<file path="config.mk">
export PLATFORM = sky130hd
export DESIGN_NAME = adsr_envelope_gain
export DESIGN_NICKNAME = d
export VERILOG_FILES = /design/src/rtl/adsr_pkg.sv /design/src/rtl/adsr_cfg.sv /design/src/rtl/adsr_ctrl.sv /design/src/rtl/adsr_dp.sv /design/src/rtl/adsr_envelope_gain.sv
export VERILOG_INCLUDE_DIRS = /design/src /design/src/rtl
export SDC_FILE = /design/constraint.sdc
export NUM_CORES = 2
export LEC_CHECK = 0
export BUFFER_PORTS_ARGS = -buffer_cell sky130_fd_sc_hd__buf_2
export CORE_MARGIN = 3
export CORE_UTILIZATION = 55
export CTS_CLUSTER_SIZE = 24
export DETAILED_ROUTE_END_ITERATION = 10
export PLACE_DENSITY = 0.72
export SLEW_MARGIN = 25
export SYNTH_ARGS = -nofsm -noshare
export SYNTH_HDL_FRONTEND = slang
export SYNTH_SLANG_ARGS = --single-unit
</file>
<file path="constraint.sdc">
create_clock -name clk -period 11.7 [get_ports clk]
set_input_delay 1.17 -clock clk [delete_from_list [all_inputs] [get_ports clk]]
set_output_delay 1.17 -clock clk [all_outputs]
set_load 0.01 [all_outputs]
</file>
<file path="src/rtl/adsr_envelope_gain_macros.svh">
// Assertion macros shared by the envelope gain RTL.
// Define ASSERT_OFF to compile the checks out.
`ifndef ADSR_ENVELOPE_GAIN_MACROS_SVH
`define ADSR_ENVELOPE_GAIN_MACROS_SVH

`ifndef ASSERT_OFF

// Same-cycle implication, sampled on clk, quiet during reset.
`define ADSR_ASSERT(label, ante, cons, msg) \
    label: assert property (@(posedge clk) disable iff (!rst_n) (ante) |-> (cons)) \
        else $error(msg);

// Next-cycle implication, sampled on clk, quiet during reset.
`define ADSR_ASSERT_NEXT(label, ante, cons, msg) \
    label: assert property (@(posedge clk) disable iff (!rst_n) (ante) |=> (cons)) \
        else $error(msg);

`else

`define ADSR_ASSERT(label, ante, cons, msg)
`define ADSR_ASSERT_NEXT(label, ante, cons, msg)

`endif

`endif

</file>
<file path="src/rtl/adsr_pkg.sv">
package adsr_pkg;

    localparam int CfgWidth    = 17;
    localparam int LevelWidth  = 18;
    localparam int SampleWidth = 32;
    localparam int ProdWidth   = SampleWidth + LevelWidth;
    localparam int FracBits    = 16;
    localparam int AddrWidth   = 4;
    localparam int DataWidth   = 32;

    localparam logic signed [LevelWidth-1:0] LevelOne = 18'sd65536;
    localparam logic signed [LevelWidth-1:0] LevelMin = -18'sd65536;
    localparam logic signed [19:0] ReleaseFloor = 20'sd655;

    // Register indexes on the configuration port
    localparam logic [1:0] REG_ATTACK_STEP   = 2'd0;
    localparam logic [1:0] REG_DECAY_STEP    = 2'd1;
    localparam logic [1:0] REG_SUSTAIN_LEVEL = 2'd2;
    localparam logic [1:0] REG_RELEASE_COEF  = 2'd3;

    // Trigger codes carried with each sample
    localparam logic [1:0] MODE_NOTE_ON  = 2'd1;
    localparam logic [1:0] MODE_NOTE_OFF = 2'd2;

    typedef enum logic [2:0] {
        PH_OFF     = 3'd0,
        PH_ATTACK  = 3'd1,
        PH_DECAY   = 3'd2,
        PH_SUSTAIN = 3'd3,
        PH_RELEASE = 3'd4
    } phase_t;

    typedef enum logic [1:0] {
        ST_IDLE,
        ST_LEVEL,
        ST_MUL,
        ST_OUT
    } state_t;

    typedef struct packed {
        logic [CfgWidth-1:0] attack_step;
        logic [CfgWidth-1:0] decay_step;
        logic [CfgWidth-1:0] sustain_level;
        logic [CfgWidth-1:0] release_coef;
    } cfg_t;

    typedef struct packed {
        logic load_in;
        logic update_level;
        logic mul_sample;
        logic mul_en;
        logic load_out;
    } cmd_t;

endpackage

</file>
<file path="src/rtl/adsr_cfg.sv">
module adsr_cfg (
    input  logic                          clk,
    input  logic                          rst_n,
    input  logic                          psel,
    input  logic                          penable,
    input  logic                          pwrite,
    input  logic [adsr_pkg::AddrWidth-1:0] paddr,
    input  logic [adsr_pkg::DataWidth-1:0] pwdata,
    output logic [adsr_pkg::DataWidth-1:0] prdata,
    output logic                          pready,
    output adsr_pkg::cfg_t                cfg
);
    import adsr_pkg::*;

    logic [CfgWidth-1:0] attack_step_reg;
    logic [CfgWidth-1:0] decay_step_reg;
    logic [CfgWidth-1:0] sustain_level_reg;
    logic [CfgWidth-1:0] release_coef_reg;
    logic [1:0]          reg_index;
    logic                wr_en;

    assign reg_index = paddr[3:2];
    assign wr_en     = psel & penable & pwrite;
    assign pready    = 1'b1;

    always_ff @(posedge clk or negedge rst_n)
    begin
        if (!rst_n)
        begin
            attack_step_reg   <= 17'd655;
            decay_step_reg    <= 17'd65;
            sustain_level_reg <= 17'd45875;
            release_coef_reg  <= 17'd65;
        end
        else if (wr_en)
        begin
            case (reg_index)
                REG_ATTACK_STEP:   attack_step_reg   <= pwdata[CfgWidth-1:0];
                REG_DECAY_STEP:    decay_step_reg    <= pwdata[CfgWidth-1:0];
                REG_SUSTAIN_LEVEL: sustain_level_reg <= pwdata[CfgWidth-1:0];
                REG_RELEASE_COEF:  release_coef_reg  <= pwdata[CfgWidth-1:0];
                default:           ;
            endcase
        end
    end

    always_comb
    begin
        case (reg_index)
            REG_ATTACK_STEP:   prdata = {{(DataWidth-CfgWidth){1'b0}}, attack_step_reg};
            REG_DECAY_STEP:    prdata = {{(DataWidth-CfgWidth){1'b0}}, decay_step_reg};
            REG_SUSTAIN_LEVEL: prdata = {{(DataWidth-CfgWidth){1'b0}}, sustain_level_reg};
            REG_RELEASE_COEF:  prdata = {{(DataWidth-CfgWidth){1'b0}}, release_coef_reg};
            default:           prdata = '0;
        endcase
    end

    assign cfg.attack_step   = attack_step_reg;
    assign cfg.decay_step    = decay_step_reg;
    assign cfg.sustain_level = sustain_level_reg;
    assign cfg.release_coef  = release_coef_reg;

endmodule

</file>
<file path="src/rtl/adsr_ctrl.sv">
`include "adsr_envelope_gain_macros.svh"

module adsr_ctrl (
    input  logic           clk,
    input  logic           rst_n,
    input  logic           in_valid,
    output logic           in_ready,
    output logic           out_valid,
    input  logic           out_ready,
    output adsr_pkg::cmd_t cmd
);
    import adsr_pkg::*;

    state_t state_reg;
    state_t state_next;
    logic   out_valid_reg;
    logic   out_valid_next;
    logic   out_free;

    // The output slot is free when empty or being drained this cycle
    assign out_free = !out_valid_reg || out_ready;

    always_comb
    begin
        state_next = state_reg;
        case (state_reg)
            ST_IDLE:  if (in_valid) state_next = ST_LEVEL;
            ST_LEVEL: state_next = ST_MUL;
            ST_MUL:   state_next = ST_OUT;
            ST_OUT:   if (out_free) state_next = ST_IDLE;
            default:  state_next = ST_IDLE;
        endcase
    end

    always_comb
    begin
        in_ready         = 1'b0;
        cmd.load_in      = 1'b0;
        cmd.update_level = 1'b0;
        cmd.mul_sample   = 1'b0;
        cmd.mul_en       = 1'b1;
        cmd.load_out     = 1'b0;
        case (state_reg)
            ST_IDLE:
            begin
                in_ready    = 1'b1;
                cmd.load_in = in_valid;
            end
            ST_LEVEL: cmd.update_level = 1'b1;
            ST_MUL:   cmd.mul_sample   = 1'b1;
            ST_OUT:
            begin
                // hold the sample product until the output slot takes it
                cmd.mul_en   = out_free;
                cmd.load_out = out_free;
            end
            default:  ;
        endcase
    end

    always_comb
    begin
        if (cmd.load_out)
            out_valid_next = 1'b1;
        else if (out_ready)
            out_valid_next = 1'b0;
        else
            out_valid_next = out_valid_reg;
    end

    always_ff @(posedge clk or negedge rst_n)
    begin
        if (!rst_n)
        begin
            state_reg     <= ST_IDLE;
            out_valid_reg <= 1'b0;
        end
        else
        begin
            state_reg     <= state_next;
            out_valid_reg <= out_valid_next;
        end
    end

    assign out_valid = out_valid_reg;

    `ADSR_ASSERT_NEXT(a_accept_starts_update, state_reg == ST_IDLE && in_valid, state_reg == ST_LEVEL, "accepted request did not start a level update")
    `ADSR_ASSERT_NEXT(a_level_then_mul, state_reg == ST_LEVEL, state_reg == ST_MUL, "level update not followed by sample multiply")
    `ADSR_ASSERT_NEXT(a_result_posted, state_reg == ST_OUT && !out_valid_reg, out_valid_reg && state_reg == ST_IDLE, "free output slot not filled")

endmodule

</file>
<file path="src/rtl/adsr_dp.sv">
`include "adsr_envelope_gain_macros.svh"

module adsr_dp (
    input  logic                                   clk,
    input  logic                                   rst_n,
    input  adsr_pkg::cmd_t                         cmd,
    input  adsr_pkg::cfg_t                         cfg,
    input  logic signed [adsr_pkg::SampleWidth-1:0] sample_in,
    input  logic [1:0]                             mode,
    output logic signed [adsr_pkg::SampleWidth-1:0] sample_out
);
    import adsr_pkg::*;

    localparam int RndWidth = ProdWidth - FracBits;

    logic signed [SampleWidth-1:0] sample_reg;
    logic [1:0]                    mode_reg;
    logic signed [ProdWidth-1:0]   prod_reg;
    logic signed [SampleWidth-1:0] sample_out_reg;
    phase_t                        phase_reg;
    phase_t                        phase_next;
    logic signed [LevelWidth-1:0]  level_reg;
    logic signed [LevelWidth-1:0]  level_next;

    logic signed [SampleWidth-1:0] mul_a;
    logic signed [LevelWidth-1:0]  mul_b;
    logic signed [ProdWidth-1:0]   prod;
    logic signed [ProdWidth-1:0]   rnd_sum;
    logic signed [RndWidth-1:0]    rnd;
    logic signed [SampleWidth-1:0] sat_out;

    phase_t                        eff_phase;
    logic signed [LevelWidth:0]    att_sum;
    logic signed [LevelWidth:0]    dec_diff;
    logic signed [19:0]            rel_level;

    // One shared multiplier: level times release fraction, or sample times level
    assign mul_a = cmd.mul_sample ? sample_reg
                                  : {{(SampleWidth-LevelWidth){level_reg[LevelWidth-1]}},
                                     level_reg};
    assign mul_b = cmd.mul_sample ? level_reg
                                  : $signed({{(LevelWidth-CfgWidth){1'b0}}, cfg.release_coef});
    assign prod  = mul_a * mul_b;

    // Round to nearest, ties away from zero
    assign rnd_sum = prod_reg + (prod_reg[ProdWidth-1] ? ProdWidth'(32'sh7FFF)
                                                       : ProdWidth'(32'sh8000));
    assign rnd     = rnd_sum[ProdWidth-1:FracBits];

    always_comb
    begin
        if (rnd[RndWidth-1:SampleWidth-1] != {(RndWidth-SampleWidth+1){rnd[RndWidth-1]}})
            sat_out = rnd[RndWidth-1] ? {1'b1, {(SampleWidth-1){1'b0}}}
                                      : {1'b0, {(SampleWidth-1){1'b1}}};
        else
            sat_out = rnd[SampleWidth-1:0];
    end

    always_comb
    begin
        if (mode_reg == MODE_NOTE_ON)
            eff_phase = PH_ATTACK;
        else if (mode_reg == MODE_NOTE_OFF)
            eff_phase = PH_RELEASE;
        else
            eff_phase = phase_reg;
    end

    assign att_sum   = {level_reg[LevelWidth-1], level_reg}
                     + $signed({2'b00, cfg.attack_step});
    assign dec_diff  = {level_reg[LevelWidth-1], level_reg}
                     - $signed({2'b00, cfg.decay_step});
    assign rel_level = {{2{level_reg[LevelWidth-1]}}, level_reg} - rnd[19:0];

    always_comb
    begin
        phase_next = eff_phase;
        level_next = level_reg;
        case (eff_phase)
            PH_ATTACK:
            begin
                if (att_sum >= $signed({LevelOne[LevelWidth-1], LevelOne}))
                begin
                    level_next = LevelOne;
                    phase_next = PH_DECAY;
                end
                else
                    level_next = att_sum[LevelWidth-1:0];
            end
            PH_DECAY:
            begin
                // no clamp at the sustain level: undershoot is kept
                level_next = dec_diff[LevelWidth-1:0];
                if (dec_diff <= $signed({2'b00, cfg.sustain_level}))
                    phase_next = PH_SUSTAIN;
            end
            PH_SUSTAIN: ;
            PH_RELEASE:
            begin
                if (rel_level < ReleaseFloor)
                begin
                    level_next = '0;
                    phase_next = PH_OFF;
                end
                else
                    level_next = rel_level[LevelWidth-1:0];
            end
            default:
            begin
                level_next = '0;
                phase_next = PH_OFF;
            end
        endcase
    end

    always_ff @(posedge clk or negedge rst_n)
    begin
        if (!rst_n)
        begin
            phase_reg <= PH_OFF;
            level_reg <= '0;
        end
        else if (cmd.update_level)
        begin
            phase_reg <= phase_next;
            level_reg <= level_next;
        end
    end

    always_ff @(posedge clk)
    begin
        if (cmd.load_in)
        begin
            sample_reg <= sample_in;
            mode_reg   <= mode;
        end
        if (cmd.mul_en)
            prod_reg <= prod;
        if (cmd.load_out)
            sample_out_reg <= sat_out;
    end

    assign sample_out = sample_out_reg;

    `ADSR_ASSERT(a_level_range, 1'b1, level_reg >= LevelMin && level_reg <= LevelOne, "envelope level out of range")
    `ADSR_ASSERT(a_off_is_silent, phase_reg == PH_OFF, level_reg == '0, "off phase with nonzero level")
    `ADSR_ASSERT(a_attack_below_one, phase_reg == PH_ATTACK, level_reg < LevelOne, "attack kept a level at full scale")

endmodule

</file>
<file path="src/rtl/adsr_envelope_gain.sv">
// ADSR envelope gain stage in Q16.16. Each request carries one signed sample and
// a trigger (note on enters attack, note off enters release, other codes leave
// the phase alone); the envelope advances one step and the sample leaves scaled
// by the new amplitude, rounded to nearest and saturated to 32 bits. A request
// passes through accept, envelope update, sample multiply and result post; the
// post waits while the output register is still full. One 32x18 signed
// multiplier is shared by the release product and the sample product. A finished
// result waits in the output register while the next request is accepted.
// Registers on the APB port: 0x0 attack_step, 0x4 decay_step, 0x8 sustain_level,
// 0xC release_coef, all 17-bit Q1.16; write them only while no request is
// in flight.
module adsr_envelope_gain (
    input  logic                                   clk,
    input  logic                                   rst_n,
    input  logic                                   psel,
    input  logic                                   penable,
    input  logic                                   pwrite,
    input  logic [adsr_pkg::AddrWidth-1:0]          paddr,
    input  logic [adsr_pkg::DataWidth-1:0]          pwdata,
    output logic [adsr_pkg::DataWidth-1:0]          prdata,
    output logic                                   pready,
    input  logic                                   in_valid,
    output logic                                   in_ready,
    input  logic signed [adsr_pkg::SampleWidth-1:0] sample_in,
    input  logic [1:0]                             mode,
    output logic                                   out_valid,
    input  logic                                   out_ready,
    output logic signed [adsr_pkg::SampleWidth-1:0] sample_out
);
    import adsr_pkg::*;

    cfg_t cfg;
    cmd_t cmd;

    adsr_cfg u_cfg (
        .clk     (clk),
        .rst_n   (rst_n),
        .psel    (psel),
        .penable (penable),
        .pwrite  (pwrite),
        .paddr   (paddr),
        .pwdata  (pwdata),
        .prdata  (prdata),
        .pready  (pready),
        .cfg     (cfg)
    );

    adsr_ctrl u_ctrl (
        .clk       (clk),
        .rst_n     (rst_n),
        .in_valid  (in_valid),
        .in_ready  (in_ready),
        .out_valid (out_valid),
        .out_ready (out_ready),
        .cmd       (cmd)
    );

    adsr_dp u_dp (
        .clk        (clk),
        .rst_n      (rst_n),
        .cmd        (cmd),
        .cfg        (cfg),
        .sample_in  (sample_in),
        .mode       (mode),
        .sample_out (sample_out)
    );

endmodule
</file>
==> impl_metrics.csv <==
group,metric,value,unit
clocking,cts_sinks,208,
sta,min_period_over_period,84.06,%
placed_design,numPortBuffers,110,
sta,finalClockSkew,0.02823,ns
synth,async_reset_ff_share,44.23,%
critical_path,required,12.04,ns
critical_path,critPathMaxFanout,23,
critical_path,end_kind,"register",
cells_and_area,largest_reg_flops,50,
grt,antenna_found_initial,1,
drt,wire_per_inst,19.98,um
drt,vias,24901,
placed_design,dpl.hpwl,71770,um
die,core_area,0.05913,sq mm
synth,yosysTopAreaCell,"fa_1",
cells_and_area,multi_input_area,0.02382,sq mm
placed_design,dp.cells,4361,
cells_and_area,n_antenna_cell,0,
critical_path,crit_type,"register to register",
cells_and_area,seq_area,0.005809,sq mm
sta,maxSlewViolCount,0,
cells_and_area,syn2layout_area_growth,7.106,%
placed_design,place_ws,1.949,ns
worst_hold_path,hp-class,"register to register",
clocking,postCtsResizedCells,0,
synth,synth_area_leaders,"fa_1, edfxtp_1, inv_1",
synth,synth_area,0.03291,sq mm
synth,yosys.cell_count.top_type,"inv_1",
run,drv_cap,0,
synth,synth_seq_cells,208,
die,dieArea,0.06281,sq mm
clocking,clk_pin_slew,0.06,ns
synth,ys_warn_count,0,
sta,max_freq,0.1017,GHz
die,die_w,250.6,um
clocking,clock_path_buffers,3,
sta,relSlewSlack,29.05,%
placed_design,place_congestion,0.9538,
grt,grt-ovfl-total,0,
die,core.rowCount,89,
critical_path,cpMaxStageDelayCell,"mux2i_1",
clocking,cts_max_level,1,
sta,fin_ws,1.865,ns
grt,grt_start_max_net_pins,53,
synth,syn_inst,3570,
clocking,cts_buffers,28,
sta,tightest_slew,1.044,ns
cells_and_area,num-fill-cells,5115,
sta,tns,0,ns
drt,drt-total-wl,88170,um
critical_path,arrival,10.17,ns
cells_and_area,drive_above_1_share,9.698,%
synth,syn_area_per_cell,9.219,sq um
synth,ys_seq_area_share,17.65,%
clocking,cts_hold_buf,0,
grt,grt_first_pass_wirelength,142200,um
die,io_pins,144,
clocking,tritoncts,"built",
die,start_util,55.66,%
critical_path,cp_slowest_stage_delay,0.76,ns
sta,finalHoldViolations,0,
synth,synth_common_cells,"inv_1, fa_1, nand2_1",
synth,synth.top_cell.area_share,33.82,%
cells_and_area,final_cells,4413,
clocking,root_buffer,"clkbuf_16",
drt,viasPerCell,5.643,
drt,drtPass1Iterations,6,
sta,rsz0062_at_grt,"false",
drt,drcViolationCount,0,
grt,grt_pass1_vias,26018,
synth,ys_types,87,
cells_and_area,finalNetCount,4454,
sta,min_period,9.835,ns
clocking,clk_latency,0.59,ns
clocking,postCtsSetupRepairBufs,0,
critical_path,start_kind,"register",
die,dieHeight,250.6,um
synth,ys.flop_type,"edfxtp_1",
sta,setup_viol,0,
synth,synth_edf_count,116,
drt,ant_nets,0,
sta,hold_ws,0.5246,ns
drt,drt_first_iter_violations,1790,
grt,track_usage,28.97,%
status,status,"completed",
routing by layer:
layer	vias up	track usage [%]	wire length, um
met2	1063	45.31	38990
met5	-	0	0
met3	152	6.832	8354
met4	0	10.04	3550
met1	12348	39.92	37270
li1	11338	-	-
stage by stage:
| step | instance area, sq um | utilization, % |
|---|---|---|
| 2_1_floorplan | 32960 | - |
| 3_3_place_gp | 34190 | 57.81 |
| 3_5_place_dp | 34210 | 57.85 |
| 4_1_cts | 35250 | 59.61 |
| 5_1_grt | 35250 | 59.61 |
| 6_report | 35250 | 59.61 |
worst paths after layout:
| check | depth (start not counted) | end | slack [ns] | startpoint |
|---|---|---|---|---|
| min in group asynchronous | 1 | u_cfg.release_coef_reg[3] | 0.59 | rst_n |
| max in group asynchronous | 2 | u_cfg.attack_step_reg[6] | 10.06 | rst_n |
| min reg2reg | 2 | u_cfg.sustain_level_reg[4] | 0.52 | u_cfg.sustain_level_reg[4] |
| min | 2 | u_cfg.sustain_level_reg[4] | 0.52 | u_cfg.sustain_level_reg[4] |
| max reg2reg | 31 | u_dp.prod_reg[48] | 1.86 | u_ctrl.state_reg[0] |
| max | 31 | u_dp.prod_reg[48] | 1.86 | u_ctrl.state_reg[0] |
cells in the final DEF, fill, tap and decap left out, types with 15 or more instances in the layout:
| master | instances |
|---|---|
| a211oi_1 | 16 |
| a21o_1 | 55 |
| a21oi_1 | 121 |
| a31oi_1 | 15 |
| and2_1 | 22 |
| and3_1 | 23 |
| buf_2 | 109 |
| buf_4 | 34 |
| clkbuf_16 | 31 |
| conb_1 | 16 |
| dfrtp_1 | 73 |
| dfstp_2 | 19 |
| edfxtp_1 | 116 |
| fa_1 | 556 |
| ha_1 | 201 |
| inv_1 | 743 |
| mux2_2 | 79 |
| mux2i_1 | 21 |
| mux4_2 | 17 |
| nand2_1 | 521 |
| nand2b_1 | 21 |
| nand3_1 | 37 |
| nand4_1 | 18 |
| nor2_1 | 249 |
| nor2b_1 | 18 |
| nor3_1 | 15 |
| o21a_1 | 20 |
| o21ai_0 | 128 |
| or2_2 | 15 |
| xnor2_1 | 91 |
| xor2_1 | 38 |
final cells by class:
cell class / count / share of cell area, %
Sequential cell: 208 / 16.48
Clock inverter: 12 / 0.4863
Inverter: 743 / 7.912
Multi-Input combinational cell: 2493 / 67.58
Tap cell: 773 / 2.744
Timing Repair Buffer: 144 / 2.329
Clock buffer: 40 / 2.467
cells by family (layout without fill, tap and decap cells):
| group | count (synthesis) | count (layout) | share of synthesized area, % |
|---|---|---|---|
| and+or+nand+nor | 974 | 974 | 12.59 |
| buffers and inverters | 883 | 939 | 10.28 |
| adders and majority gates | 762 | 762 | 41.63 |
| AOI/OAI and AO/OA | 489 | 489 | 9.668 |
| DFF | 208 | 208 | 17.65 |
| xor gates and xnor gates | 130 | 130 | 3.501 |
| muxes | 122 | 122 | 4.657 |
| other | 2 | 16 | 0.02282 |
critical path: cells and delay by family, from the launching register on:
kind	cells	cell delay [ns]
AO/OA/AOI/OAI	13	3.52
XOR/XNOR	1	0.09
adder cells (fa/ha/maj)	8	3.69
buffers and inverters	7	0.99
flip-flops	1	0.40
multiplexers	1	0.76
AND/OR/NAND/NOR	1	0.08
Power is not shown: default switching activity piles up to over one toggle a cycle in this logic, so the estimate is an artifact.
